`src/rtl/ppa_pkg.sv`:
```
`timescale 1ns / 1ps
`default_nettype none

package ppa_pkg;

	// Saturation limits of the result fields
	localparam logic [18:0] PERIM_MAX = 19'h7FFFF;
	localparam logic [24:0] AREA_MAX  = 25'd16777216;

	typedef enum logic [1:0] {
		KIND_SEG,
		KIND_TRI,
		KIND_QUAD
	} kind_t;

	// Control that travels down the pipeline beside the lanes
	typedef struct packed {
		logic  vld;
		kind_t kind;
	} ppa_ctl_t;

	// Fewer than three corners is a segment, three a triangle, four or more a quadrilateral
	function automatic kind_t decode_kind(input logic [2:0] n);
		kind_t k;
		if (n < 3'd3) begin
			k = KIND_SEG;
		end else if (n == 3'd3) begin
			k = KIND_TRI;
		end else begin
			k = KIND_QUAD;
		end
		return k;
	endfunction

endpackage

`default_nettype wire

```
`src/rtl/ppa_lane.sv`:
```
`timescale 1ns / 1ps
`default_nettype none

// One side length: difference, squares, sum, one root bit per stage, round.
module ppa_lane import ppa_pkg::*; #(
	parameter int COORD_WIDTH = 16
) (
	input  wire logic                          clk,
	input  wire logic                          ce,
	input  wire logic signed [COORD_WIDTH-1:0] from_x,
	input  wire logic signed [COORD_WIDTH-1:0] from_y,
	input  wire logic signed [COORD_WIDTH-1:0] to_x,
	input  wire logic signed [COORD_WIDTH-1:0] to_y,
	output logic             [COORD_WIDTH+1:0] len
);

	localparam int W  = COORD_WIDTH;
	localparam int RW = W + 1;
	localparam int SW = 2 * RW;

	logic signed [W:0]   dx, dy;
	logic [W-1:0]        mx_s1, my_s1;
	logic [2*W-1:0]      sqx_s2, sqy_s2;
	logic [SW-1:0]       rad_s  [RW+1];
	logic [RW:0]         rem_s  [RW+1];
	logic [RW-1:0]       root_s [RW+1];
	logic [RW:0]         len_q;

	always_comb begin
		dx = (W+1)'(to_x) - (W+1)'(from_x);
		dy = (W+1)'(to_y) - (W+1)'(from_y);
	end

	always_ff @(posedge clk) begin
		if (ce) begin
			mx_s1     <= dx[W] ? W'(-dx) : dx[W-1:0];
			my_s1     <= dy[W] ? W'(-dy) : dy[W-1:0];
			sqx_s2    <= mx_s1 * mx_s1;
			sqy_s2    <= my_s1 * my_s1;
			rad_s[0]  <= SW'(sqx_s2) + SW'(sqy_s2);
		end
	end

	assign rem_s[0]  = '0;
	assign root_s[0] = '0;

	for (genvar k = 0; k < RW; k++) begin : g_root
		logic [RW+2:0] cur, trial;
		logic          ge;

		always_comb begin
			cur   = {rem_s[k], rad_s[k][SW-1-2*k -: 2]};
			trial = (RW+3)'({root_s[k], 2'b01});
			ge    = (cur >= trial);
		end

		always_ff @(posedge clk) begin
			if (ce) begin
				rad_s[k+1]  <= rad_s[k];
				rem_s[k+1]  <= ge ? (RW+1)'(cur - trial) : cur[RW:0];
				root_s[k+1] <= (RW)'({root_s[k], ge});
			end
		end
	end

	// round to nearest: bump when the remainder exceeds the root
	always_ff @(posedge clk) begin
		if (ce) begin
			len_q <= {1'b0, root_s[RW]} + (RW+1)'(rem_s[RW] > {1'b0, root_s[RW]});
		end
	end

	assign len = len_q;

endmodule

`default_nettype wire

```
`config.mk`:
```
export PLATFORM = sky130hd
export DESIGN_NAME = ppa_lane
export DESIGN_NICKNAME = d
export VERILOG_FILES = /design/src/rtl/ppa_pkg.sv /design/src/rtl/ppa_lane.sv
export SDC_FILE = /design/constraint.sdc
export NUM_CORES = 2
export LEC_CHECK = 0
export BUFFER_PORTS_ARGS = -buffer_cell sky130_fd_sc_hd__buf_2
export CORE_ASPECT_RATIO = 1.4
export CORE_MARGIN = 2
export CORE_UTILIZATION = 40
export CTS_CLUSTER_SIZE = 12
export DETAILED_ROUTE_END_ITERATION = 8
export PLACE_DENSITY_LB_ADDON = 0.25
export SLEW_MARGIN = 20
export SYNTH_ARGS = -nofsm -noshare
export SYNTH_HDL_FRONTEND = slang
export SYNTH_SLANG_ARGS = --single-unit
```
`constraint.sdc`:
```
create_clock -name clk -period 7.8 [get_ports clk]
set_clock_uncertainty 0.1 [all_clocks]
set_input_delay 0.39 -clock clk [delete_from_list [all_inputs] [get_ports clk]]
set_output_delay 0.39 -clock clk [all_outputs]
set_load 0.1 [all_outputs]
```
### Word level (Yosys, flattened, before mapping)

Memory sizes are Yosys's and may differ from the RTL's.
Index checks and enable logic that the tools add are counted.
W data, S select, Z words.

* word-level logic and storage cells: 105
* input port bits: 66
* output and inout port bits: 18
* bits in writable memories: 612
* memories: 1
* bits in registers: 558

* $add $sub $neg: 23
* multiplexer cells: 21
* $lt $le $gt $ge: 18
* multipliers: 2

Memories
* rad_s: depth 18, width 34, read ports 17, clocked after memory_dff 0, wr ports 18, RTL line ppa_lane.sv:24 `logic [SW-1:0] rad_s [RW+1];`

Operators by type and width (count)
* $mux W18: 16
* $mul A16 B16 Y32: 2
* $sub A16 B16 Y17: 2
* $add A32 B32 Y33: 1
* $mux W16: 2
* $neg A16 Y16: 2
* $ge A20 B10 Y1: 1
* $ge A20 B11 Y1: 1
* $ge A20 B12 Y1: 1
* $ge A20 B13 Y1: 1
* $ge A20 B14 Y1: 1
* $ge A20 B15 Y1: 1
* $ge A20 B16 Y1: 1
* $ge A20 B17 Y1: 1
* $ge A20 B18 Y1: 1
* $ge A20 B3 Y1: 1
* $ge A20 B4 Y1: 1
* $ge A20 B5 Y1: 1
* $ge A20 B6 Y1: 1
* $ge A20 B7 Y1: 1
* $ge A20 B8 Y1: 1
* $ge A20 B9 Y1: 1
* $add A17 B1 Y18: 1
* $gt A18 B17 Y1: 1
* 20 further kinds: 21

### Longest topological paths before layout

* depth after elaboration: 3
* gate-level depth with buffers: 25
* gate-level depth less buffers: 24

### Least setup slack after synthesis

OpenSTA, ideal clock, no wires.

* kind: register -> register
* start: register my_s1[4]
* end: register sqy_s2[27], data pin
* required time: 7.440 ns
* path buffers: 2
* slack: 1.161 ns
* library setup time: 0.260 ns
* stages on the path, launching flop included: 23
* arrival: 6.279 ns
* cell sequence: edfxtp_1 clkbuf_1 clkbuf_1 nand2_1 inv_1 fa_1 fa_1 fa_1 fa_1 fa_1 inv_1 fa_1 inv_1 ha_1 a21oi_1 o21ai_0 a2111o_1 o21ai_0 a21oi_1 o21a_1 o21a_1 or2_2 xor2_1

* word-level cells in the longest chain between the ends: 1

Ends and longest elaborated chain
* start, declared: RTL line ppa_lane.sv:22 `logic [W-1:0] mx_s1, my_s1;`
* start signal, assigned: RTL line ppa_lane.sv:37 `my_s1 <= dy[W] ? W'(-dy) : dy[W-1:0];`
* $mul A16 B16 Y32: RTL line ppa_lane.sv:39 `sqy_s2 <= my_s1 * my_s1;`
* end signal, assigned: RTL line ppa_lane.sv:39
* end, declared: RTL line ppa_lane.sv:23 `logic [2*W-1:0] sqx_s2, sqy_s2;`

Every way passes these cells.
A chain may end at the register's enable or synchronous reset.

### Worst setup path in the final report

* start: register my_s1[4]
* end: register sqy_s2[29], data pin

The elaborated chain is that of the path after synthesis.

==> results.md <==
- Status: finished clean
- Net count after synthesis: 5677
- Vias in the first global route: 36098
- Hold_sp: ce
- Initial antenna violation count: 0
- Crit. End Element: flip-flop
- Post-CTS resize count: 0
- Yosys top cell by area: edfxtp_1
- Sequential area share after synthesis: 0.463
- Setup slack, reg-to-reg: 0.55 ns
- First-pass GRT wire length: 171000 um
- Antenna Nets Post-Route: 0
- Top-Level Pins: 84
- CTS buffer count: 90
- Die footprint: 141000 um2
- Reg-to-Reg End: sqy_s2[29]$_DFFE_PP_
- Routed len/inst: 15.4 um
- Wirelength, routed: 105000 um
- Setup CP Type: flip-flop to flip-flop
- Top cells by area, synth: edfxtp_1 46%, fa_1 12%, ha_1 10%
- Largest net degree at the start of global routing: 173
- Rel. slew slack: 0.288
- Ys Warns: 0
- GRT overflow: 0
- Final setup fails: 0
- Fin crit period: 7.25 ns
- Worst Path Arrival: 7.58 ns
- # rows: 161
- MaxCap Viol Count: 0
- Antenna cells: 0
- FMAX: 0.138 GHz
- Core Footprint: 137000 um2
- Final period utilization: 0.929
- Width of the die: 318 um
- Postcts setup bufs: 0
- Vias: 34114
- Synth Area per Inst: 11.5 um2
- Crit path max fanout: 18
- Post-synth top cells: 852 x edfxtp_1, 798 x inv_1, 458 x ha_1, 333 x nand2_1, 330 x fa_1
- Post-Route Setup TNS: 0 ns
- Tightest Pin Transition: 1.07 ns
- Yosys cell types: 85
- Hold WC Path Type: primary input to flip-flop
- Reg-to-reg critical path startpoint: my_s1[4]$_DFFE_PP_
- H-Tree Depth: 3
- Share of cells above drive strength 1: 0.0583
- Post-synth EDFFs: 852
- Fraction of registers with async set/reset: 0
- Unrepaired setup endpoints after global routing: no
- Min-Delay Endpoint: my_s1[14]$_DFFE_PP_
- Share of the synthesized area in the top cell type: 0.463
- DRC: 0
- CTS tree: done
- Hold Vio Cnt, Final: 0
- Number of synthesized register bits: 852
- Overall Global Routing Usage: 0.149
- First-pass detailed-route iteration total: 8
- Initial core utilization: 0.402
- DRT iter0 DRCs: 1402
- Area Growth Syn to Fin: 9.66%
- Syn Std Cell Area: 55200 um2
- Hold_buf cts: 1
- CTS Sinks: 852
- DP Wirelength: 79100 um
- Net count, final: 5799
- Max clock buf depth: 3
- Synth Flop Type: edfxtp_1
- Most common cell in the synthesized netlist: edfxtp_1
- Skew-Pair Late Insertion Delay: 0.69 ns
- CP startpoint kind: flip-flop
- PortBufs: 83
- Vias per cell: 5.02
- Critical Path RT: 8.13 ns
- Clock-pin transition on the worst setup and hold timing paths: 0.06 ns
- Reg2Reg Depth: 20
- Root Driver: clkbuf_16
- Routability Congestion: 0.861
- Syn Inst Count: 4823
- Worst hold stages: 1
- Die Span Y: 444 um
- Max-slew violation count: 0
[flip-flops by register name, summed over array words and instances, names as in the netlist]
register / flops
root_s: 17
mx_s1: 16
sqx_s2: 31
sqy_s2: 31
g_root.trial: 121
rad_s: 320
len: 18
rem_s: 18
my_s1: 16
g_root.cur: 264
[worst max-delay path: stages, from the launching register on]
cell      delay [ns]
edfxtp_1        0.84
nand2_1         0.22
inv_1           0.13
fa_1            0.45
fa_1            0.52
fa_1            0.53
fa_1            0.53
fa_1            0.54
inv_1           0.05
fa_1            0.53
inv_1           0.04
ha_1            0.36
a21oi_1         0.20
o21ai_0         0.17
a2111o_1        0.41
o21ai_0         0.37
a21oi_1         0.15
o21a_1          0.23
o21a_1          0.18
o41ai_1         0.32
xnor2_1         0.11
[how the worst max path moves through the flow]
| stage | end | startpoint | cells after the start |
|---|---|---|---|
| 2_1_floorplan | sqy_s2[27]$_DFFE_PP_ | my_s1[4]$_DFFE_PP_ | 22 |
| 3_3_place_gp | sqy_s2[27]$_DFFE_PP_ | my_s1[4]$_DFFE_PP_ | 20 |
| 3_5_place_dp | sqy_s2[29]$_DFFE_PP_ | my_s1[4]$_DFFE_PP_ | 20 |
| 4_1_cts | sqy_s2[29]$_DFFE_PP_ | my_s1[4]$_DFFE_PP_ | 20 |
| 5_1_grt | sqy_s2[27]$_DFFE_PP_ | my_s1[4]$_DFFE_PP_ | 20 |
| 6_report | sqy_s2[29]$_DFFE_PP_ | my_s1[4]$_DFFE_PP_ | 20 |
[through the flow]
stage	instances	utilization	setup slack [ns]	hold WS, ns	cell area [um2]
floorplan	4823	-	1.16	0.300	55200
global placement	6644	0.421	0.716	0.300	57800
detailed placement	6645	0.421	0.588	0.305	57900
CTS	6798	0.441	0.574	0.0496	60600
global route	6798	0.441	0.193	0.116	60600
finish	6798	0.441	0.555	0.110	60600
[layout by cell type, fill, tap and decap left out, types with 8 or more instances in the layout]
master	netlist	routed
a31oi_1	26	25
o211ai_1	12	12
nor2b_1	54	54
mux2_2	22	22
nand3b_1	8	8
nand3_1	55	55
a211o_1	15	15
clkinv_2	0	9
a21o_1	92	92
buf_2	8	82
o21ai_0	182	182
nand2_1	333	333
nor3_1	87	87
nand4_1	41	41
nor4_1	36	35
buf_4	3	20
clkinv_1	1	22
inv_1	798	798
and3_1	22	22
or4_1	11	11
xor2_1	131	131
or2_2	22	22
o21a_1	54	54
nand2b_1	48	48
or3_1	34	34
edfxtp_1	852	852
ha_1	458	458
a21boi_0	24	24
and2_1	110	110
clkbuf_1	64	20
xnor2_1	230	230
clkbuf_16	0	91
a31o_2	11	11
o21bai_1	16	16
fa_1	330	330
a21oi_1	225	225
o2111ai_1	8	8
a211oi_1	18	17
nor2_1	250	250
o31ai_1	28	28
[metal layers]
metal	vias to the layer above	track usage	routed length, um
li1	16762	-	-
met2	472	0.311	61000
met5	-	0	0
met4	0	0.0781	5430
met1	16649	0.136	35300
met3	231	0.0193	2790
[cells by family (layout without fill, tap and decap cells)]
family,count (synthesis),after routing,share of synthesized area
buf+inv,878,1060,0.0600
mux,28,28,0.00557
fa+ha+maj,788,788,0.223
compound gates,778,778,0.0897
simple gates,1137,1137,0.101
flops,852,852,0.463
xor+xnor,361,361,0.0572
other cells,1,1,0.0000679
[layout make-up]
class	instances	area [um2]
fillers	12704	76800
multi-input cells	3093	26400
flip-flops and latches	852	25600
inverters	800	3000
clock buffers	111	2350
well taps	1793	2240
repair buffers	108	666
clock inverters	41	358
Power is not shown: default switching activity piles up to over one toggle a cycle in this logic, so the estimate is an artifact.
