**config.mk**
```make
export PLATFORM = sky130hd
export DESIGN_NAME = ppa_cross
export DESIGN_NICKNAME = d
export VERILOG_FILES = /design/src/rtl/ppa_pkg.sv /design/src/rtl/ppa_cross.sv
export SDC_FILE = /design/constraint.sdc
export NUM_CORES = 2
export LEC_CHECK = 0
export BUFFER_PORTS_ARGS = -buffer_cell sky130_fd_sc_hd__buf_4
export CAP_MARGIN = 25
export CELL_PAD_IN_SITES_DETAIL_PLACEMENT = 1
export CELL_PAD_IN_SITES_GLOBAL_PLACEMENT = 1
export CORE_MARGIN = 5
export CORE_UTILIZATION = 52
export CTS_BUF_LIST = sky130_fd_sc_hd__clkbuf_8 sky130_fd_sc_hd__clkbuf_16
export DETAILED_ROUTE_END_ITERATION = 8
export PLACE_DENSITY = 0.87
export SLEW_MARGIN = 40
export SYNTH_ARGS = -nofsm -noshare
export SYNTH_HDL_FRONTEND = slang
export SYNTH_SLANG_ARGS = --single-unit
```
**constraint.sdc**
```tcl
create_clock -name clk -period 7.6 [get_ports clk]
set_clock_uncertainty 0.15 [all_clocks]
set_input_delay 0.76 -clock clk [delete_from_list [all_inputs] [get_ports clk]]
set_output_delay 0.76 -clock clk [all_outputs]
set_load 0.02 [all_outputs]
```
**src/rtl/ppa_pkg.sv**
```systemverilog
`timescale 1ns / 1ps
`default_nettype none

package ppa_pkg;

	// Saturation limits of the result fields
	localparam logic [18:0] PERIM_MAX = 19'h7FFFF;
	localparam logic [24:0] AREA_MAX  = 25'd16777216;

	typedef enum logic [1:0] {
		KIND_SEG,
		KIND_TRI,
		KIND_QUAD
	} kind_t;

	// Control that travels down the pipeline beside the lanes
	typedef struct packed {
		logic  vld;
		kind_t kind;
	} ppa_ctl_t;

	// Fewer than three corners is a segment, three a triangle, four or more a quadrilateral
	function automatic kind_t decode_kind(input logic [2:0] n);
		kind_t k;
		if (n < 3'd3) begin
			k = KIND_SEG;
		end else if (n == 3'd3) begin
			k = KIND_TRI;
		end else begin
			k = KIND_QUAD;
		end
		return k;
	endfunction

endpackage

`default_nettype wire

```
**src/rtl/ppa_cross.sv**
```systemverilog
`timescale 1ns / 1ps
`default_nettype none

// Area lane: cross product magnitude, halved and rounded, then delayed.
module ppa_cross import ppa_pkg::*; #(
	parameter int COORD_WIDTH   = 16,
	parameter int FRACTION_BITS = 8
) (
	input  wire logic                          clk,
	input  wire logic                          ce,
	input  wire logic signed [COORD_WIDTH-1:0] u_from_x,
	input  wire logic signed [COORD_WIDTH-1:0] u_from_y,
	input  wire logic signed [COORD_WIDTH-1:0] u_to_x,
	input  wire logic signed [COORD_WIDTH-1:0] u_to_y,
	input  wire logic signed [COORD_WIDTH-1:0] v_from_x,
	input  wire logic signed [COORD_WIDTH-1:0] v_from_y,
	input  wire logic signed [COORD_WIDTH-1:0] v_to_x,
	input  wire logic signed [COORD_WIDTH-1:0] v_to_y,
	output logic             [24:0]            area
);

	localparam int W   = COORD_WIDTH;
	localparam int F   = FRACTION_BITS;
	localparam int DW  = 2 * W + 3;
	localparam int XW  = DW + 1;
	localparam int CW  = (XW > 26) ? XW : 26;
	localparam int DLY = W + 1;
	localparam logic [XW-1:0] HALF = XW'(1) << F;

	logic signed [W:0]     ux_s1, uy_s1, vx_s1, vy_s1;
	logic signed [2*W+1:0] p1_s2, p2_s2;
	logic signed [DW-1:0]  d_s3;
	logic [DW-1:0]         mag;
	logic [XW-1:0]         x;
	logic [CW-1:0]         sh;
	logic [24:0]           area_s4;
	logic [24:0]           ar_s [DLY];

	always_comb begin
		mag = d_s3[DW-1] ? DW'(-d_s3) : DW'(d_s3);
		x   = XW'(mag) + HALF;
		sh  = CW'(x) >> (F + 1);
	end

	always_ff @(posedge clk) begin
		if (ce) begin
			ux_s1   <= (W+1)'(u_to_x) - (W+1)'(u_from_x);
			uy_s1   <= (W+1)'(u_to_y) - (W+1)'(u_from_y);
			vx_s1   <= (W+1)'(v_to_x) - (W+1)'(v_from_x);
			vy_s1   <= (W+1)'(v_to_y) - (W+1)'(v_from_y);
			p1_s2   <= ux_s1 * vy_s1;
			p2_s2   <= uy_s1 * vx_s1;
			d_s3    <= DW'(p1_s2) - DW'(p2_s2);
			area_s4 <= (sh > CW'(AREA_MAX)) ? AREA_MAX : sh[24:0];
			ar_s[0] <= area_s4;
			for (int i = 1; i < DLY; i++) begin
				ar_s[i] <= ar_s[i-1];
			end
		end
	end

	assign area = ar_s[DLY-1];

endmodule

`default_nettype wire

```
# == After elaboration in Yosys (flattened, before gate mapping) ==
# Memory sizes are Yosys's and may differ from the RTL's.
# Cells that the tools add are included.
# totals
register_bits,196
ram_bits,425
inputBits,130
output_inout_bits,25
memories,1
# mem_list
memory,depth,width,rd,rd_ports_with_merged_regs,write_ports,line,source
ar_s,17,25,17,0,17,ppa_cross.sv:37,logic [24:0] ar_s [DLY];
# op_classes
addsub,7
multipliers,2
magnitude_cmp,1
mux,3
# op_table
operator,n
17-bit by 17-bit multiplier with 34-bit output,2
16-bit by 16-bit subtractor with 17-bit output,4
"35-bit by 9-bit adder with 36-bit output, second input constant",1
35-bit 2-to-1 mux,1
35-bit negator,1
34-bit by 34-bit subtractor with 35-bit output,1
"27-bit by 25-bit > comparator with 1-bit output, second input constant",1
1-bit 2-to-1 mux,2

# == Longest topological paths before layout ==
# logic_depth
depth_word,4
depth_mapped,25
depth_no_buf,24

# == Worst setup path before layout ==
# Ideal clock, no wire load.
# synth_path
kind,register -> register
start,register vy_s1[8]
end,register p1_s2[33] (data pin)
setup_ns,0.260
arrival_ns,6.158
required_ns,7.190
path_slack_ns,1.032
path_stages_with_launch,26
synth_period_minus_slack_ns,6.568
cell_sequence,edfxtp_1 clkbuf_1 clkbuf_1 nand2_1 fa_1 inv_1 fa_1 inv_1 fa_1 inv_1 fa_1 fa_1 inv_1 fa_1 inv_1 ha_1 and3_1 and3_1 a32o_1 a21o_1 a211oi_1 o221a_2 o311a_1 o21bai_1 a21oi_1 xnor2_1
# synth_via
elab_chain_len,1
# synth_rtl
item,line,source
"start, declared",ppa_cross.sv:30,"logic signed [W:0] ux_s1, uy_s1, vx_s1, vy_s1;"
"start signal, assigned",ppa_cross.sv:50,vy_s1 <= (W+1)'(v_to_y) - (W+1)'(v_from_y);
17-bit by 17-bit multiplier with 34-bit output,ppa_cross.sv:51,p1_s2 <= ux_s1 * vy_s1;
"end signal, assigned",ppa_cross.sv:51,
"end, declared",ppa_cross.sv:31,"logic signed [2*W+1:0] p1_s2, p2_s2;"
# Every way passes these cells.
# A chain may end at the register's enable or synchronous reset.

# == Worst setup path in the final report ==
# layout_path
start,register vy_s1[8]
end,register p1_s2[29] (data pin)
# Same word-level chain as after synthesis.

==> results by group <==
Run status
  • Run status: completed

Clock network
  • TritonCTS clock tree: yes
  • Sink Count: 621
  • Reg clk slew, reported paths: 0.06 ns
  • CTS H-tree lvls: 3
  • Clock tree root driver cell: sky130_fd_sc_hd__clkbuf_16
  • Clock latency on the worst-skew pair: 0.62 ns
  • Clk buf depth: 3
  • Num CTS Buffers: 67
  • # hold bufs at CTS: 0

Setup path
  • Worst setup path category: register to register
  • Worst setup path start: vy_s1[8]$_DFFE_PP_
  • Cell-by-cell listing of the critical path: nand2_1, fa_1, inv_1, fa_1, fa_1, fa_1, fa_1, inv_1, fa_1, inv_1, ha_1, and3_1, and3_1, a32o_1, a21o_1, a211oi_1, o221a_2, nor2_1, a21o_1, a21oi_1, xnor2_1
  • Cell count of the worst reg-to-reg path: 21
  • CP max FO: 17
  • Max incr delay on CP: 0.79 ns
  • CP max stage cell: sky130_fd_sc_hd__edfxtp_1
  • Startpoint type of the worst setup path: register
  • Terminus of the critical flop-to-flop path: p1_s2[29]$_DFFE_PP_
  • Slack of the worst reg-to-reg path: 0.37 ns
  • Worst reg2reg startpoint: vy_s1[8]$_DFFE_PP_
  • Crit path DAT: 7.44 ns
  • Worst endpoint required time: 7.81 ns
  • Library cell appearing most often on the critical path: sky130_fd_sc_hd__fa_1
  • Worst setup EP type: register

Placed design
  • Number of buffers inserted by port buffering: 154
  • HPWL after detailed placement: 83550 um
  • Last weighted congestion value of the routability-driven placer: 0.8784

Cells and area
  • Final #Nets: 5198
  • Count of fill cells added during filler insertion: 9386
  • Ratio of cells with drive above 1 in the final layout: 0.07622
  • Relative area change from synthesis to final layout: 9.874%
  • Ant. Diodes: 0

Global route
  • Total gr overflow: 0
  • GRT Resource Usage Total: 0.2288
  • Antenna violations before repair: 0
  • Largest net degree at the start of global routing: 145
  • Via count of the first global-routing pass: 34524
  • Wire length of the first global-routing pass: 179200 um

Hold path
  • Worst Hold Class: register to register
  • Endpoint of the worst hold-timing path: ar_s[0][161]$_DFFE_PP_
  • Beginning of the worst hold path: ar_s[0][136]$_DFFE_PP_
  • Cell depth of the worst min-delay path: 0

Synthesis
  • Unique cell type count in the Yosys netlist: 82
  • Mapped Nets: 5047
  • Synth Instances: 4051
  • Commonest register cell after synthesis: sky130_fd_sc_hd__edfxtp_1
  • Synthesis warning total: 0
  • Seq cells post-synth: 621
  • Yosys top cell by area: sky130_fd_sc_hd__edfxtp_1
  • Area share of the largest cell type after synthesis: 0.3955
  • Number of synthesized flops with an enable pin: 621
  • Share of async-settable or async-resettable flops after synthesis: 0
  • Top cells by area in the synthesized netlist: sky130_fd_sc_hd__edfxtp_1 40%, sky130_fd_sc_hd__fa_1 25%, sky130_fd_sc_hd__ha_1 7.1%
  • Sequential element share of the synthesized area: 0.3955
  • Per-instance average area after synthesis: 11.64 um^2
  • Post-synthesis instance area: 0.04715 mm^2

Route
  • Initial drt markers: 1772
  • Mean routed wirelength per cell: 20.22 um
  • Iteration count of the initial detailed-routing pass: 5
  • Number of vias per cell: 5.499
  • DRC violation count after routing: 0
  • Final Routed Wirelength: 109700 um
  • Number of routed nets with antenna violations: 0
  • Routed vias: 29841

Floorplan
  • Starting utilization of the core area: 0.5238
  • Die span in x: 311.1 um
  • Area of the placeable core: 0.09001 mm^2
  • Boundary Pins: 155
  • Die height: 311.1 um
  • Floorplan row count: 110
  • Floorplan die area: 0.09680 mm^2

Timing
  • RSZ-0062 raised after global routing: false
  • Count of endpoints failing hold in the final timing report: 0
  • Total Negative Setup Slacks: 0 ns
  • Final-report setup violation count: 0
  • Worst-Margin Slew: 0.8737 ns
  • Worst slew margin: 0.4024
  • Max-slew violation total from the final report: 0
  • Final min period: 7.228 ns
  • Share of the clock period used by the worst path after layout: 0.9510
  • Maximum clock frequency: 0.1384 GHz

Run
  • Count of maximum capacitance violations: 0
## cells by family after synthesis
group,after synthesis,synth area share
and+or+nand+nor,1026,0.1103
AOI/OAI and AO/OA,416,0.05883
buffers and inverters,950,0.07828
xor gates and xnor gates,166,0.03084
muxes,6,0.001406
DFF,621,0.3955
adders and majority gates,866,0.3249
## per-layer routing
layer | part of all wire | up-vias | track usage | wire length [um]
met1 | 0.37 | 15452 | 0.2627 | 40530
li1 | - | 13352 | - | -
met2 | 0.55 | 732 | 0.4288 | 59820
met4 | 0.047 | 0 | 0.09590 | 5181
met5 | 0 | - | 0 | 0
met3 | 0.038 | 305 | 0.03104 | 4210
## sequential cells by signal (all words and copies together), names as in the netlist
register,flops
area_s4,25
ux_s1,17
uy_s1,17
p2_s2,34
p1_s2,34
vy_s1,17
vx_s1,17
ar_s,425
d_s3,35
## cells in the mapped netlist, types with 5 or more instances
cell / count
sky130_fd_sc_hd__o31a_1: 5
sky130_fd_sc_hd__o21a_1: 17
sky130_fd_sc_hd__nor3_1: 53
sky130_fd_sc_hd__o21ai_0: 78
sky130_fd_sc_hd__a21oi_1: 122
sky130_fd_sc_hd__a31oi_1: 12
sky130_fd_sc_hd__o21bai_1: 14
sky130_fd_sc_hd__nor2b_1: 25
sky130_fd_sc_hd__and3_1: 25
sky130_fd_sc_hd__a211oi_1: 16
sky130_fd_sc_hd__or3_1: 28
sky130_fd_sc_hd__a211o_1: 5
sky130_fd_sc_hd__a21o_1: 43
sky130_fd_sc_hd__and2_1: 294
sky130_fd_sc_hd__clkbuf_1: 84
sky130_fd_sc_hd__xor2_1: 38
sky130_fd_sc_hd__nand2_1: 346
sky130_fd_sc_hd__nand2b_1: 30
sky130_fd_sc_hd__buf_4: 29
sky130_fd_sc_hd__nor4_1: 5
sky130_fd_sc_hd__fa_1: 597
sky130_fd_sc_hd__o31ai_1: 19
sky130_fd_sc_hd__inv_1: 828
sky130_fd_sc_hd__nand3b_1: 5
sky130_fd_sc_hd__or4_1: 8
sky130_fd_sc_hd__nand4_1: 11
sky130_fd_sc_hd__xnor2_1: 128
sky130_fd_sc_hd__nand3_1: 40
sky130_fd_sc_hd__a21boi_0: 14
sky130_fd_sc_hd__or2_2: 5
sky130_fd_sc_hd__o2111ai_1: 6
sky130_fd_sc_hd__a311oi_1: 7
sky130_fd_sc_hd__ha_1: 269
sky130_fd_sc_hd__nor2_1: 132
sky130_fd_sc_hd__edfxtp_1: 621
## layout make-up
cell class	instances	area (um^2)	area share
Multi-Input combinational cell	2480	24830	0.4793
Sequential cell	621	18650	0.3600
Inverter	829	3112	0.06007
Clock buffer	67	1677	0.03236
Timing Repair Buffer	203	1609	0.03106
Tap cell	1176	1471	0.02840
Clock inverter	51	459.2	0.008864
## metrics by stage
stage / cells / hold slack (ns) / instance area [um^2] / setup slack [ns] / util
finish: 5427 / 0.2487 / 51810 / 0.3723 / 0.5755
global route: 5427 / 0.2604 / 51810 / 0.008455 / 0.5755
CTS: 5416 / 0.2397 / 51690 / 0.2269 / 0.5742
detailed placement: 5298 / 0.2551 / 49550 / 0.3355 / 0.5505
global placement: 5297 / 0.2522 / 49520 / 0.5472 / 0.5502
floorplan: 4051 / 0.2503 / 47150 / 1.032 / -
## worst max-delay path by stage
stage	end	slack, ns	depth (start not counted)
3_3_place_gp	p1_s2[32]$_DFFE_PP_	0.55	21
3_5_place_dp	p2_s2[33]$_DFFE_PP_	0.34	23
5_1_grt	p2_s2[32]$_DFFE_PP_	0.008	23
2_1_floorplan	p1_s2[33]$_DFFE_PP_	1.03	25
6_report	p1_s2[29]$_DFFE_PP_	0.37	21
4_1_cts	p2_s2[33]$_DFFE_PP_	0.23	23
## critical path, delay by kind of cell (launching register included)
family / cells / cell delay, ns
AO/OA/AOI/OAI: 6 / 1.63
flip-flops: 1 / 0.79
XOR/XNOR: 1 / 0.08
buffers and inverters: 3 / 0.15
adder cells (fa/ha/maj): 7 / 3.42
AND/OR/NAND/NOR: 4 / 0.73
## placed cells by master (no fill, tap or decap), types with 25 or more instances in the layout
cell / count
sky130_fd_sc_hd__ha_1: 269
sky130_fd_sc_hd__or3_1: 28
sky130_fd_sc_hd__xor2_1: 38
sky130_fd_sc_hd__buf_4: 197
sky130_fd_sc_hd__inv_1: 842
sky130_fd_sc_hd__nand2b_1: 30
sky130_fd_sc_hd__edfxtp_1: 621
sky130_fd_sc_hd__nand3_1: 40
sky130_fd_sc_hd__nor2_1: 132
sky130_fd_sc_hd__clkbuf_16: 67
sky130_fd_sc_hd__fa_1: 597
sky130_fd_sc_hd__and3_1: 25
sky130_fd_sc_hd__nand2_1: 346
sky130_fd_sc_hd__and2_1: 294
sky130_fd_sc_hd__a21oi_1: 122
sky130_fd_sc_hd__nor2b_1: 25
sky130_fd_sc_hd__o21ai_0: 78
sky130_fd_sc_hd__xnor2_1: 128
sky130_fd_sc_hd__a21o_1: 43
sky130_fd_sc_hd__nor3_1: 52
## timing repair
item / CTS / global route
hold endpoints to repair: 0 / 0
buffers inserted: 0 / 10
setup endpoints to repair: 0 / 7
resized for setup: 0 / 2
Power is not shown: default switching activity piles up to over one toggle a cycle in this logic, so the estimate is an artifact.
