$ cat src/rtl/ppa_pkg.sv
`timescale 1ns / 1ps
`default_nettype none

package ppa_pkg;

	// Saturation limits of the result fields
	localparam logic [18:0] PERIM_MAX = 19'h7FFFF;
	localparam logic [24:0] AREA_MAX  = 25'd16777216;

	typedef enum logic [1:0] {
		KIND_SEG,
		KIND_TRI,
		KIND_QUAD
	} kind_t;

	// Control that travels down the pipeline beside the lanes
	typedef struct packed {
		logic  vld;
		kind_t kind;
	} ppa_ctl_t;

	// Fewer than three corners is a segment, three a triangle, four or more a quadrilateral
	function automatic kind_t decode_kind(input logic [2:0] n);
		kind_t k;
		if (n < 3'd3) begin
			k = KIND_SEG;
		end else if (n == 3'd3) begin
			k = KIND_TRI;
		end else begin
			k = KIND_QUAD;
		end
		return k;
	endfunction

endpackage

`default_nettype wire

$ cat src/rtl/ppa_merge.sv
`timescale 1ns / 1ps
`default_nettype none

// Add the side lengths the shape uses, saturate, hold the result beat.
module ppa_merge import ppa_pkg::*; #(
	parameter int COORD_WIDTH = 16
) (
	input  wire logic                   clk,
	input  wire logic                   arst_n,
	input  wire logic                   ce,
	input  wire ppa_ctl_t               ctl,
	input  wire logic [COORD_WIDTH+1:0] len0,
	input  wire logic [COORD_WIDTH+1:0] len1,
	input  wire logic [COORD_WIDTH+1:0] len2,
	input  wire logic [COORD_WIDTH+1:0] len3,
	input  wire logic [24:0]            area_in,
	output logic                        out_valid,
	output logic [18:0]                 perimeter,
	output logic [24:0]                 area,
	output logic                        area_ok
);

	localparam int PW  = COORD_WIDTH + 4;
	localparam int CPW = (PW > 20) ? PW : 20;

	logic [PW-1:0] sum;
	logic          vld_q;
	logic [18:0]   perim_q;
	logic [24:0]   area_q;
	logic          ok_q;

	always_comb begin
		sum = PW'(len0);
		if (ctl.kind != KIND_SEG) begin
			sum = sum + PW'(len1) + PW'(len3);
		end
		if (ctl.kind == KIND_QUAD) begin
			sum = sum + PW'(len2);
		end
	end

	always_ff @(posedge clk or negedge arst_n) begin
		if (!arst_n) begin
			vld_q <= 1'b0;
		end else if (ce) begin
			vld_q <= ctl.vld;
		end
	end

	always_ff @(posedge clk) begin
		if (ce) begin
			perim_q <= (CPW'(sum) > CPW'(PERIM_MAX)) ? PERIM_MAX : sum[18:0];
			area_q  <= (ctl.kind == KIND_SEG) ? '0 : area_in;
			ok_q    <= (ctl.kind != KIND_SEG);
		end
	end

	assign out_valid = vld_q;
	assign perimeter = perim_q;
	assign area      = area_q;
	assign area_ok   = ok_q;

endmodule

`default_nettype wire

$ cat config.mk
export PLATFORM = sky130hd
export DESIGN_NAME = ppa_merge
export DESIGN_NICKNAME = d
export VERILOG_FILES = /design/src/rtl/ppa_pkg.sv /design/src/rtl/ppa_merge.sv
export SDC_FILE = /design/constraint.sdc
export NUM_CORES = 1
export LEC_CHECK = 0
export BUFFER_PORTS_ARGS = -buffer_cell sky130_fd_sc_hd__buf_2
export CAP_MARGIN = 30
export CORE_MARGIN = 1
export CORE_UTILIZATION = 40
export CTS_CLUSTER_SIZE = 30
export DETAILED_ROUTE_END_ITERATION = 6
export PLACE_DENSITY = 0.67
export SETUP_SLACK_MARGIN = 0.2
export SLEW_MARGIN = 20
export SYNTH_ARGS = -nofsm -noshare
export SYNTH_HDL_FRONTEND = slang
export SYNTH_SLANG_ARGS = --single-unit
export TNS_END_PERCENT = 10
$ cat constraint.sdc
create_clock -name clk -period 1.2 [get_ports clk]
set_clock_uncertainty 0.05 [all_clocks]
set_input_delay 0.24 -clock clk [delete_from_list [all_inputs] [get_ports clk]]
set_output_delay 0.24 -clock clk [all_outputs]
set_load 0.02 [all_outputs]
# Word-level counts from Yosys, hierarchy flattened
# Index checks and enable logic that the tools add are counted.
[op_classes]
add_sub_neg = 3
order_cmp = 1
n_eq_ne = 1
muxes = 2
reduce_logical = 2
[op_table]
columns = ["op", "count"]
rows = [
  ["two-way mux 20 bit", 2],
  ["adder 19 x 18 -> 20 bit", 1],
  ["adder 20 x 18 -> 20 bit", 1],
  ["greater-than comparator 20 x 19 -> 1 bit (second input constant)", 1],
  ["adder 18 x 18 -> 19 bit", 1],
  ["equality test 2 bit (second input constant)", 1],
  ["zero test 2 bit", 1],
  ["nonzero test 2 bit", 1],
]
[totals]
reg_bits = 46
inputBits = 103
out_inout_bits = 46

# Depth between registers and ports, before layout
# Gate-level depths: netlist of the first run.
[depth]
word_depth = 6
mapped_depth = 21
mapped_depth_nobuf = 20

# Worst setup path after synthesis of the first run
# No wires, ideal clock.
[synth_path]
path_type = "input port to flip-flop"
from = "input len0[1]"
to = "register perim_q[11] (netlist: perimeter[11]) (data pin)"
setup_ns = 0.269
arrival_time_ns = 4.196
slack_ns = -3.315
stages = 21
path_buffers = 1
cell_sequence = "fa_1 ha_1 fa_1 a21oi_1 o221a_2 o21bai_1 a21oi_1 xnor2_1 nand2_1 nand2_1 ha_1 and3_1 and2_1 a31oi_1 a21oi_2 a41oi_2 a21oi_1 o211ai_4 xnor2_4 buf_6 o211ai_2"
[synth_between]
elab_chain_cells = 6
[synth_rtl]
columns = ["element", "line_no", "source"]
rows = [
  ["start, declared", "ppa_merge.sv:12", "input wire logic [COORD_WIDTH+1:0] len0,"],
  ["adder 18 x 18 -> 19 bit", "ppa_merge.sv:35", "sum = sum + PW'(len1) + PW'(len3);"],
  ["adder 19 x 18 -> 20 bit", "ppa_merge.sv:35", ""],
  ["two-way mux 20 bit (*)", "ppa_merge.sv:34", "if (ctl.kind != KIND_SEG) begin"],
  ["adder 20 x 18 -> 20 bit", "ppa_merge.sv:38", "sum = sum + PW'(len2);"],
  ["two-way mux 20 bit (*)", "ppa_merge.sv:37", "if (ctl.kind == KIND_QUAD) begin"],
  ["greater-than comparator 20 x 19 -> 1 bit", "ppa_merge.sv:52", "perim_q <= (CPW'(sum) > CPW'(PERIM_MAX)) ? PERIM_MAX : sum[18:0];"],
  ["end signal, assigned", "ppa_merge.sv:52", ""],
  ["end, declared", "ppa_merge.sv:28", "logic [18:0] perim_q;"],
]
# Mark *: on every way between the ends. The rest lies on a longest branch, timed or not.
# A chain may end at the register's enable or synchronous reset.

# Worst setup path after layout of the first run
[layout_path]
from = "input len3[4]"
to = "register perim_q[6] (netlist: perimeter[6]) (data pin)"
[layout_between]
elab_chain_cells = 5
[layout_rtl]
columns = ["element", "line_no", "source"]
rows = [
  ["start, declared", "ppa_merge.sv:15", "input wire logic [COORD_WIDTH+1:0] len3,"],
  ["adder 19 x 18 -> 20 bit (*)", "ppa_merge.sv:35", ""],
  ["two-way mux 20 bit (*)", "ppa_merge.sv:34", ""],
  ["adder 20 x 18 -> 20 bit", "ppa_merge.sv:38", ""],
  ["two-way mux 20 bit (*)", "ppa_merge.sv:37", ""],
  ["greater-than comparator 20 x 19 -> 1 bit", "ppa_merge.sv:52", ""],
]
# Marks and branches as above.

==> reports/results.txt, run 1 <==
Each instance of the synthesized netlist takes up on average 9.893 um^2. The tools report the launching element type of the critical path as an input pin. Detailed placement finished with a half-perimeter wire length of 9118 um. In this run the tightest slew margin relative to its limit is 63.36%. The tools report the area of the die as 10720 um^2. For this configuration, the core starts out at a cell density of 41.82%. Tracing the worst setup path back leads to its startpoint at len3[4].

The iteration-0 DRC count of the detailed router was 191; the level count of the clock H-tree was 2. The shortest clock period the worst path allows after layout works out to 4.100 ns. The first global-routing pass estimated 19130 um of wire. The synthesized netlist devotes 16.23% of its cell area to simple gates.

Clock latency on the worst-skew pair, taken at its later pin, is 0.27 ns. The total buffers and inverters traversed by the critical path is 3, and the number of max-capacitance violations reported is 0. The hold violation total from the final report is 0.

The post-route cell area is 6580 um^2. For the floorplan row count, the log shows 36. In the synthesized netlist, the cells that appear most often are sky130_fd_sc_hd__nand2_1 (66), sky130_fd_sc_hd__edfxtp_1 (45), sky130_fd_sc_hd__ha_1 (36). The clock sink count came out at 46. For the worst setup path, the data arrival time is 4.07 ns. After synthesis, the share of cell area in mux cells is 1.486%.

The share of flip-flops with an asynchronous set or reset was 2.174%. At the worst endpoint, the required time is 1.17 ns. After Yosys synthesis, XOR and XNOR cells account for 6.187% of the synthesized area. The repair_antennas step left the layout with diodes totalling 0. Global routing finished with a remaining overflow of 0. The pin count of the biggest net entering global routing came out at 33.

The post-route fraction of the period consumed by the critical path was 341.7%. Yosys printed 0 warnings. The count of input and output buffers was 148; the number of enable flip-flop cells after synthesis was 45.

The stage delay of the slowest cell on the critical path is 0.60 ns, and the end-of-flow core utilization is 66.70%. The clock passes through at most 2 buffers. The number of nets still failing antenna checks after routing was 0.

The class of the tightest hold or removal check was input pin to flop. I/O pin count: 149. At the end of the flow, the number of nets in the layout was 845. The kind of cell with the highest combined delay on the critical path was compound AO/OA/AOI/OAI gates. Setup repair after global routing could not meet its margin everywhere. After layout, the design draws a total of 0.009924 W. The run gives 3.064 nW as the standby leakage power. Summing the areas of all fa, ha and maj instances in the mapped netlist gives 20.62% of the synthesized area. At the placement stage, the worst setup path has a slack of -3.555 ns.

Measured along the y axis, the die boundary spans 103.6 um. The logs give 417 for the synthesized netlist cell count and 4190 for the via count of the first global-routing pass. TritonCTS built the clock tree. The kind of critical path is input pin to flop. The area growth from synthesis to layout is 59.51%.

Timing would allow up to 243.9 MHz. The instance area after placement was 5928 um^2. Routability-driven placement finished with a final weighted congestion of 0.9372. The detailed-route vias per instance was 4.996. Across every metal layer, demand over resource in global routing totals 21.53%.

For this run, design rule violations remaining after detail routing come to 0. The tools report the wire length after detailed routing as 11360 um. In this run the register-to-register setup slack is 0.38 ns.

The total area inside the core boundary comes to 9864 um^2. Among all stages on the critical path, the largest delay is contributed by sky130_fd_sc_hd__fa_1. The checks that failed: setup timing. Summing the areas of all compound-gate instances in the mapped netlist gives 19.56% of the synthesized area. In the final routed layout, each cell accounts on average for 13.86 um. The first detailed-routing pass ran for 4 iterations. For the pin with the worst max-slew slack, the measured transition is 0.5495 ns. Dominant combinational cell family by area after synthesis: adder cells. Number of pins exceeding their max-slew limit in the final report: 0.

The worst setup slack after layout is -2.900 ns, and the number of distinct standard cells referenced by the synthesized netlist is 55. Across the VDD grid, the largest voltage drop is 0.6156 mV. The flip-flop cell with the highest count after synthesis was sky130_fd_sc_hd__edfxtp_1.

The routed layout has 4097 vias. The fraction of final layout cells with drive strength greater than 1 was 48.62%. The signal on the critical path passes through buf_2, fa_1, ha_4, a41oi_2, o31ai_2, o31a_2, a21oi_2, xnor2_1, nand2_1, nand2_2, ha_4, buf_4, a21oi_1, o21ai_1, a31oi_4, a21oi_4, a41oi_2, a21oi_2, o211ai_4, xnor2_4, buf_12, o211ai_1. The number of fill cells came out at 778. Launch point of the worst reg-to-reg path: out_valid. In this run the most critical hold path is launched from ctl[2].

Share of the synthesized area in the top cell type: 32.76%. The share of the Yosys chip area taken by registers is 33.36%. The largest fanout on the critical path was 13.

For this design the ratio of total power to cell area is 1508 nW/um^2. In this run the cell area of the synthesized design comes to 4125 um^2. The run gives 5 as the number of CTS-inserted buffers. The flow ran to the end, but the final reports show violations.

The worst setup path is captured at a flop. Clock-pin slew was measured on the worst setup and hold paths at 0.07 ns. Clock tree synthesis selected as its root buffer the cell sky130_fd_sc_hd__clkbuf_8. In this run the horizontal extent of the chip is 103.6 um. The post-synth net total was 576. Most area-hungry cell type in the Yosys netlist: sky130_fd_sc_hd__edfxtp_1. The most frequently used cell type in the post-synthesis netlist was sky130_fd_sc_hd__nand2_1. Sorting the synthesized cells by area gives the leading types as sky130_fd_sc_hd__edfxtp_1 (33%), sky130_fd_sc_hd__ha_1 (11%), sky130_fd_sc_hd__fa_1 (9.7%), sky130_fd_sc_hd__nand2_1 (6.0%), sky130_fd_sc_hd__xnor2_1 (4.0%).

Setup violations remaining at the end of the flow were counted as 19. The synthesized design contains 46 register bits. For the initial antenna violation count, the log shows 0.
-- final timing paths --
kind | endpoint | cells past startpoint
worst max-delay path | perimeter[6] | 22
worst min-delay path | out_valid | 2
worst max register to register | out_valid | 1
worst min register to register | out_valid | 1
max in group asynchronous | out_valid | 2
min in group asynchronous | out_valid | 2
-- through the flow --
stage | setup TNS (ns) | hold WS, ns | cells
after floorplan | -64.98 | -0.1056 | 417
after global placement | -69.30 | -0.03556 | 801
after detailed placement | -72.37 | -0.03012 | 801
after CTS | -54.34 | 0.1315 | 817
after global routing | -58.10 | 0.1396 | 820
final | -54.42 | 0.1491 | 820
-- repair_timing --
action                                 in CTS  in global routing
hold buffers                                1                  0
setup buffers                               7                  3
pin swaps                                  11                  6
resized for setup                         117                 13
endpoints found under the hold margin       1                  0
setup endpoints to repair                  91                 76
-- flip-flops by register name (all words and copies together) (netlist names) --
name,cells
area_ok,1
perimeter,19
out_valid,1
area,25
-- power breakdown --
group          switching, W  total (W)  internal (W)
combinational       0.00323    0.00683       0.00360
clock              0.000440   0.000840      0.000400
sequential         0.000121    0.00226       0.00213
-- kinds of logic (layout without fill, tap and decap cells) --
family / count (synthesis) / after routing
simple gates: 143 / 143
compound gates: 113 / 113
fa+ha+maj: 56 / 56
flops: 46 / 46
xor+xnor: 27 / 27
buf+inv: 26 / 296
mux: 6 / 6
-- cell type report --
type	instances	area [um^2]	area share, %
multi-input cells	345	2873	43.66
clock buffers	6	72.57	1.103
flip-flops and latches	46	1376	20.92
inverters	15	56.30	0.8557
repair buffers	273	2027	30.80
clock inverters	2	8.758	0.1331
well taps	133	166.4	2.529
-- cell usage in the layout, fill, tap and decap left out, types with 3 or more instances in the layout --
cell type and instances:
sky130_fd_sc_hd__buf_4 119, sky130_fd_sc_hd__buf_2 100, sky130_fd_sc_hd__nand2_1 63, sky130_fd_sc_hd__buf_6 50
sky130_fd_sc_hd__edfxtp_1 45, sky130_fd_sc_hd__ha_1 29, sky130_fd_sc_hd__nor2_1 25, sky130_fd_sc_hd__and2_1 25
sky130_fd_sc_hd__a21oi_1 19, sky130_fd_sc_hd__fa_1 19, sky130_fd_sc_hd__o21ai_0 18, sky130_fd_sc_hd__xnor2_1 18
sky130_fd_sc_hd__inv_1 14, sky130_fd_sc_hd__a21oi_2 11, sky130_fd_sc_hd__a21o_1 10, sky130_fd_sc_hd__o211ai_1 9
sky130_fd_sc_hd__xor2_1 7, sky130_fd_sc_hd__o21a_1 6, sky130_fd_sc_hd__ha_4 6, sky130_fd_sc_hd__o21bai_1 5
sky130_fd_sc_hd__mux2i_1 5, sky130_fd_sc_hd__clkbuf_8 5, sky130_fd_sc_hd__o21ai_1 4, sky130_fd_sc_hd__o211ai_2 4
sky130_fd_sc_hd__a41oi_2 3, sky130_fd_sc_hd__nand2b_1 3, sky130_fd_sc_hd__nand2_2 3, sky130_fd_sc_hd__and3_1 3
sky130_fd_sc_hd__nor2b_1 3, sky130_fd_sc_hd__a211oi_1 3, sky130_fd_sc_hd__buf_12 3
-- routing by layer --
metal	routed length, um	GRT usage, %	up-vias
li1	-	-	2035
met1	4945	27.34	1898
met2	5639	38.49	141
met3	474	1.510	23
met4	304	7.557	0
met5	0	0	-
Power figures use the tool's default switching activity.
==> inputs of run 2 (changes only) <==
- ABC_AREA: unset -> 1
- PLACE_DENSITY: 0.67 -> 0.65
==> reports/results.txt, run 2 <==
The flow ran to the end, but the final reports show violations. The final reports fail on setup timing. The worst hold path terminates at out_valid.

The analysis attributes to net switching a power of 0.004621 W. The clock drives 46 sinks. In this run, the combinational gates consume 67.3% of the power. Power spread over the standard cell area amounts to 1511 nW/um^2. The tightest min-delay check is of the input pin to flop type. The synthesized design contains 45 enable-type register cells.

Routability-driven placement congestion ratio: 0.9036. Before antenna repair, the detailed router went through 4 iterations. Yosys mapped the design onto 41 distinct sky130hd cell types. The wire length after detailed routing was 14740 um. For met1 alone, demand over resource in global routing was 29.85%. After detailed placement, the design holds a cell count of 1005.

The cell at the root of the clock tree was sky130_fd_sc_hd__clkbuf_16. The floorplan die height is 109.3 um. The total area inside the core boundary comes to 11030 um^2. For flop-to-flop paths, the worst setup slack is 0.39 ns. The cell depth of the worst hold path is 2, and the floorplan row count is 38. Sequential cells burn 19.2% of the power. The repair_antennas step left the layout with diodes totalling 0. The register with the most flip-flops in the layout has 25 of them. The die covers 11960 um^2. The die span in x is 109.3 um. The routed length per instance was 14.19 um; the switching share of power was 40.11%. In this run the worst path has a maximum fanout of 4. Summed over all layers, the global routing overflow is 0. The hold violation total from the final report was 0.

At the end of the flow the core is filled with cells to 69.10%. The largest buffer count on any clock path came out at 2. The internal power component was 0.006899 W.

The iteration-0 DRC count of the detailed router came out at 195. TritonCTS built the clock tree. The tools report the global router's overall resource usage as 25.28%.

Each instance of the synthesized netlist takes up on average 7.657 um^2. The area growth from synthesis to layout is 65.36%. For the worst setup path, the data required time is 1.31 ns. The hold path startpoint is ctl[2]. Across the run, the number of max-cap violations was 0. After synthesis, the cell types taking the most area are sky130_fd_sc_hd__edfxtp_1 (29%), sky130_fd_sc_hd__nand2_1 (12%), sky130_fd_sc_hd__ha_1 (9.8%), sky130_fd_sc_hd__fa_1 (8.7%), sky130_fd_sc_hd__inv_1 (5.9%). Worst setup slack after layout: -2.409 ns.

Global routing used 47.48% of the available met2 tracks. In this run the remaining antenna-violating nets after routing total 0. The logic depth of the worst register-to-register path is 1. Most frequently used cell type in the post-synthesis netlist: sky130_fd_sc_hd__nand2_1.

For the worst max-slew margin expressed relative to the limit, the log shows 77.01%. Number of pins exceeding their max-slew limit in the final report: 0. The cell area that synthesis handed to floorplanning was 4609 um^2. In this run the most used layer during global routing was met2.

The library cell used most frequently in the layout, excluding fill and tap cells, is sky130_fd_sc_hd__buf_4. Setup repair after global routing could not meet its margin everywhere. The worst register-to-register path begins at out_valid. After synthesis the netlist holds a flip-flop and latch count of 46. The largest total area in the synthesized netlist belongs to sky130_fd_sc_hd__edfxtp_1.

Synthesis produced a netlist with a net count of 761. The worst setup path is of the input pin to flop kind. In the layout the commonest cells are sky130_fd_sc_hd__buf_4 (144), sky130_fd_sc_hd__nand2_1 (124), sky130_fd_sc_hd__buf_2 (101). The count of buffers added on input and output ports is 148.

Summing internal, switching and leakage power gives 0.01152 W. The first global-routing pass estimated 23430 um of wire. In the routed design, unresolved DRC markers number 0.

Once layout is complete, the cells apart from fillers number 1039. The logs give 2.015% for the met3 demand-to-capacity share in global routing and 19 for the final number of setup-violating endpoints. Synthesis produced a netlist whose cell count is 602.

Entering global routing, the biggest net connects 26 pins. Counting flops with an async set or reset pin after synthesis yields a share of 2.174%. The initial antenna violation count came out at 0. The worst path needs 3.609 ns of the cycle, external delays included.

The run gives 149 as the I/O pin count. The post-CTS clock slew at the launch and capture registers of the worst setup and hold paths is 0.06 ns, and the effective utilization at floorplan is 41.79%. Using the TritonRoute via totals, the vias-per-cell ratio works out to 4.956. The Yosys step of the flow raised 0 warnings.

The via count of the first global-routing pass is 5256, and the share of the synthesized area in the top cell type is 29.32%. The fraction of final layout cells with drive strength greater than 1 is 47.61%. TritonCTS created 5 clock buffers. Sequential elements use 29.86% of the synthesized area. In the synthesized netlist the dominant register cell turns out to be sky130_fd_sc_hd__edfxtp_1.

The post-route fraction of the period consumed by the critical path was 300.8%; the clock latency reported for the late side of the worst-skew pair was 0.28 ns. Summing over every cut layer, the via total after detailed routing is 5149. The H-tree was split into 2 levels. The final layout net count is 1057, and the highest clock frequency the design can meet is 277.1 MHz. The standby leakage power is 3.753 nW. In the synthesized netlist, the cells that appear most often are sky130_fd_sc_hd__nand2_1 (148), sky130_fd_sc_hd__inv_1 (73), sky130_fd_sc_hd__nor2_1 (65).

The capturing element type of the critical path is a flop. After legalization and detailed placement, the total HPWL measured 11770 um. The worst setup path is launched from an input pin.

Across the VDD grid, the largest voltage drop is 1.161 mV. The tools report the arrival time reported for the critical path endpoint as 3.72 ns. For the pin with the worst max-slew slack, the measured transition is 0.3412 ns. The critical register-to-register path endpoint was out_valid.

Per report_power, the clock group accounts for 13.4% of the total.
## run 2: changes by cell type after synthesis, sizes merged, moves of 8 or more
| cell | before | now |
|---|---|---|
| a21oi | 31 | 44 |
| and2 | 26 | 1 |
| inv | 15 | 74 |
| o211ai | 14 | 1 |
| nor2 | 27 | 67 |
| o21ai | 24 | 44 |
| nand3 | 2 | 42 |
| nand2 | 66 | 164 |
| nand4 | 1 | 9 |
| xnor2 | 20 | 9 |
## run 2: what timing repair did
action                                  4_1_cts  5_1_grt
setup buffers                                22        3
resized for setup                           133       45
cloned                                        0        0
pin swaps                                    32       14
endpoints found under the setup margin       90       90
endpoints found under the hold margin         1        0
hold buffers                                  1        0
## run 2: power by group through the flow
stage | Sequential, W | Combinational [W] | Clock, W
6_report | 0.00222 | 0.00775 | 0.00155
5_1_grt | 0.00224 | 0.00850 | 0.00165
4_1_cts | 0.00222 | 0.00730 | 0.00158
3_5_place_dp | 0.00218 | 0.00642 | 0
3_3_place_gp | 0.00218 | 0.00634 | 0
2_1_floorplan | 0.00251 | 0.00351 | 0
## run 2: layout make-up
type | instances | area (um^2)
clock inverter | 2 | 37.54
multi-input combinational | 471 | 3383
clock buffer | 6 | 128.9
tap | 140 | 175.2
sequential | 46 | 1376
timing repair buffer | 299 | 2237
inverter | 75 | 284.0
fill | 902 | 3408
## run 2: routing by layer
metal  vias to the layer above  part of all wire [%]
met5                         -                     0
met4                         0                   2.6
met3                        31                   3.2
met2                       154                    52
met1                      2370                    42
li1                       2594                     -
## run 2: worst max path at each step
stage / cells after the start / slack [ns] / from / to
2_1_floorplan: 26 / -2.36 / len0[1] / perimeter[16]
5_1_grt: 27 / -2.57 / len3[1] / perimeter[16]
6_report: 27 / -2.41 / len3[1] / perimeter[15]
3_3_place_gp: 22 / -2.86 / len0[7] / perimeter[18]
4_1_cts: 27 / -2.42 / len3[1] / perimeter[16]
3_5_place_dp: 26 / -2.88 / len0[1] / perimeter[18]
## run 2: kinds of logic (layout without fill, tap and decap cells)
group | after synthesis | after routing | synth area share (%)
mux | 2 | 2 | 0.4614
simple gates | 300 | 300 | 29.70
buf+inv | 85 | 382 | 7.329
compound gates | 101 | 101 | 11.92
fa+ha+maj | 56 | 56 | 18.46
flops | 46 | 46 | 29.86
xor+xnor | 12 | 12 | 2.280
## run 2: through the flow
stage	cell area [um^2]	setup slack (ns)	hold slack, ns	TNS (ns)
finish	7622	-2.409	0.1455	-44.43
global route	7622	-2.572	0.1478	-47.92
CTS	7393	-2.418	0.1451	-44.84
detailed placement	6626	-2.884	-0.03393	-57.57
global placement	6626	-2.856	-0.03478	-56.70
floorplan	4773	-2.359	-0.1056	-51.75
## run 2: critical path, stage by stage
cell,delay [ns]
sky130_fd_sc_hd__buf_6,0.09
sky130_fd_sc_hd__fa_1,0.48
sky130_fd_sc_hd__ha_2,0.21
sky130_fd_sc_hd__fa_2,0.36
sky130_fd_sc_hd__nand2_2,0.09
sky130_fd_sc_hd__nand3_2,0.08
sky130_fd_sc_hd__nand2_4,0.11
sky130_fd_sc_hd__o21ai_2,0.07
sky130_fd_sc_hd__nand2_1,0.08
sky130_fd_sc_hd__nand2_2,0.06
sky130_fd_sc_hd__buf_4,0.13
sky130_fd_sc_hd__nand2_1,0.06
sky130_fd_sc_hd__nand3_2,0.11
sky130_fd_sc_hd__buf_4,0.15
sky130_fd_sc_hd__buf_4,0.12
sky130_fd_sc_hd__buf_4,0.12
sky130_fd_sc_hd__buf_4,0.12
sky130_fd_sc_hd__buf_4,0.12
sky130_fd_sc_hd__buf_4,0.12
sky130_fd_sc_hd__buf_4,0.12
sky130_fd_sc_hd__buf_4,0.12
sky130_fd_sc_hd__buf_4,0.12
sky130_fd_sc_hd__buf_4,0.12
sky130_fd_sc_hd__buf_4,0.12
sky130_fd_sc_hd__nand3_1,0.07
sky130_fd_sc_hd__nand2_2,0.07
sky130_fd_sc_hd__nand2_4,0.06
==> inputs of run 3 (changes only) <==
- RECOVER_POWER: unset -> 25
==> reports/results.txt, run 3 (synthesis results as in run 2) <==
Routability-driven placement finished with a final weighted congestion of 0.9036. The final layout net count was 1057. TritonCTS built the clock tree. The post-route fraction of the period consumed by the critical path is 300.6%. In this run, placement finished with an instance count of 1005. Clock-pin slew was measured on the worst setup and hold paths at 0.06 ns. Of the cells placed in the final design, the portion with a size suffix greater than 1 is 47.39%.

After the first detailed-routing iteration, the DRC count stood at 201. Overall via count from detail_route: 5148. For this design, the sink count on the clock tree is 46.

In this run the horizontal extent of the chip is 109.3 um. No sink is reached through more buffers than the 2 on the longest clock path. After floorplanning, the core was sized to cover 11030 um^2. Entering global routing, the biggest net connects 26 pins. The floorplan row count was 38.

The checks that failed: setup timing. Hold violation total from the final report: 0. The flow ran to the end, but the final reports show violations. The worst hold-check slack is 0.1457 ns.

Setup repair after global routing could not meet its margin everywhere. The logs give 0 for the overall overflow remaining after global route and 11770 um for the post-DP HPWL. The final number of setup-violating endpoints was 19; the growth of design area from synthesis to finish was 64.85%. 0 antenna diodes ended up in the layout. The logs give 5256 for the via count of the first global-routing pass and 0.28 ns for the clock latency reported for the late side of the worst-skew pair.

The run gives 25.28% as the global router's overall resource usage. The most common cell after layout, fill and taps aside was sky130_fd_sc_hd__buf_4. Shortest clock period the worst path allows after layout: 3.607 ns. The routed length per instance was 14.20 um; the flip-flop count of the largest register after layout was 25. In the layout the commonest cells are sky130_fd_sc_hd__buf_4 (138), sky130_fd_sc_hd__nand2_1 (124), sky130_fd_sc_hd__buf_2 (100).

The run gives 0 as the number of pins exceeding their max-slew limit in the final report. The tightest min-delay check is of the input pin to flop type. The number of max-capacitance violations reported is 0. For the final routed database, the setup TNS stands at -44.45 ns. Data on the critical path is required at its endpoint by 1.31 ns. After detailed routing, the number of remaining DRC violations is 0. The first global-routing pass estimated 23430 um of wire. The worst pin sits at a relative slew slack of 54.81%. The arrival time reported for the critical path endpoint is 3.72 ns, and the area of the die is 11960 um^2. The I/O pin count is 149, and the detailed-route vias per instance is 4.955.

For the maximum vdd ir drop, the log shows 1.162 mV. The highest clock frequency the design can meet is 277.2 MHz, and the effective utilization at floorplan is 41.79%. For the pin with the worst max-slew slack, the measured transition is 0.6779 ns. The largest fanout on the critical path is 4.

The kind of critical path is input pin to flop. Dividing total power by cell area gives a power density of 1515 nW/um^2. Measured along the y axis, the die boundary spans 109.3 um. The final layout contains routed wiring with a total length of 14760 um. In this run the static leakage power is 3.745 nW. For the initial antenna violation count, the log shows 0. The count of input and output buffers came out at 148. The worst setup path is launched from an input pin. The tree is rooted in a sky130_fd_sc_hd__clkbuf_16. The detail route stage leaves a number of antenna-violating nets equal to 0.

The number of CTS-inserted buffers came out at 5. The level count of the clock H-tree came out at 2. Once layout is complete, the cells apart from fillers number 1039. The worst setup slack after layout is -2.407 ns. For the iteration count of the initial detailed-routing pass, the log shows 4.

The tools report the capturing element type of the critical path as a flop.
run 3: cell count changes in the layout (fill, tap and decap cells not counted), sizes merged:
cell	before	now
clkbuf	6	13
buf	298	291
run 3: stage by stage:
stage               setup WS, ns  instance area (um^2)  total power (W)  utilization [%]
detailed placement        -2.884                  6626         0.008595            60.07
global placement          -2.856                  6626         0.008518            60.07
global route              -2.572                  7599          0.01238            68.89
floorplan                 -2.359                  4773         0.006015                -
finish                    -2.407                  7599          0.01151            68.89
CTS                       -2.418                  7393          0.01110            67.03
run 3: critical path: stages:
cell	delay, ns
sky130_fd_sc_hd__buf_6	0.09
sky130_fd_sc_hd__fa_1	0.48
sky130_fd_sc_hd__ha_2	0.21
sky130_fd_sc_hd__fa_2	0.36
sky130_fd_sc_hd__nand2_2	0.09
sky130_fd_sc_hd__nand3_2	0.08
sky130_fd_sc_hd__nand2_4	0.11
sky130_fd_sc_hd__o21ai_2	0.07
sky130_fd_sc_hd__nand2_1	0.08
sky130_fd_sc_hd__nand2_2	0.06
sky130_fd_sc_hd__buf_4	0.13
sky130_fd_sc_hd__nand2_1	0.06
sky130_fd_sc_hd__nand3_2	0.11
sky130_fd_sc_hd__buf_4	0.15
sky130_fd_sc_hd__buf_4	0.12
sky130_fd_sc_hd__buf_4	0.12
sky130_fd_sc_hd__buf_4	0.12
sky130_fd_sc_hd__buf_4	0.12
sky130_fd_sc_hd__buf_4	0.12
sky130_fd_sc_hd__buf_4	0.12
sky130_fd_sc_hd__buf_4	0.12
sky130_fd_sc_hd__buf_4	0.12
sky130_fd_sc_hd__buf_4	0.12
sky130_fd_sc_hd__buf_4	0.12
sky130_fd_sc_hd__nand3_1	0.07
sky130_fd_sc_hd__nand2_2	0.07
sky130_fd_sc_hd__nand2_4	0.06
run 3: final cells by class:
| type | count | area (um^2) |
|---|---|---|
| Clock buffer | 6 | 128.9 |
| Fill cell | 909 | 3432 |
| Tap cell | 140 | 175.2 |
| Timing Repair Buffer | 299 | 2221 |
| Clock inverter | 2 | 37.54 |
| Sequential cell | 46 | 1376 |
| Multi-Input combinational cell | 471 | 3376 |
| Inverter | 75 | 284.0 |
run 3: where the power goes:
| group | leakage (nW) | total (W) | internal, W | switching [W] |
|---|---|---|---|---|
| Clock | 0.0771 | 0.00155 | 0.000983 | 0.000568 |
| Sequential | 0.452 | 0.00222 | 0.00210 | 0.000120 |
| Combinational | 3.22 | 0.00774 | 0.00381 | 0.00393 |
| Total | 3.75 | 0.0115 | 0.00689 | 0.00462 |
run 3: metal layers:
| metal | part of all wire (%) | global-route usage (%) |
|---|---|---|
| met2 | 52 | 47.48 |
| met1 | 42 | 29.85 |
| met5 | 0 | 0 |
| met4 | 2.8 | 9.333 |
| met3 | 3.3 | 2.015 |
run 3: final timing paths:
path                                 endpoint  slack, ns       from  cells past startpoint
worst max-delay path            perimeter[15]      -2.41    len3[1]                     27
worst min-delay path                out_valid       0.15     ctl[2]                      2
worst max register to register      out_valid       0.38  out_valid                      1
worst min register to register      out_valid       0.50  out_valid                      1
max in group asynchronous           out_valid       0.80     arst_n                      2
min in group asynchronous           out_valid       0.21     arst_n                      2
run 3: what timing repair did:
item	CTS	global route
pin swaps	32	14
gates resized for setup	133	45
endpoints found under the hold margin	1	0
endpoints found under the setup margin	90	90
hold buffers	1	0
buffers inserted	22	3
cloned	0	0
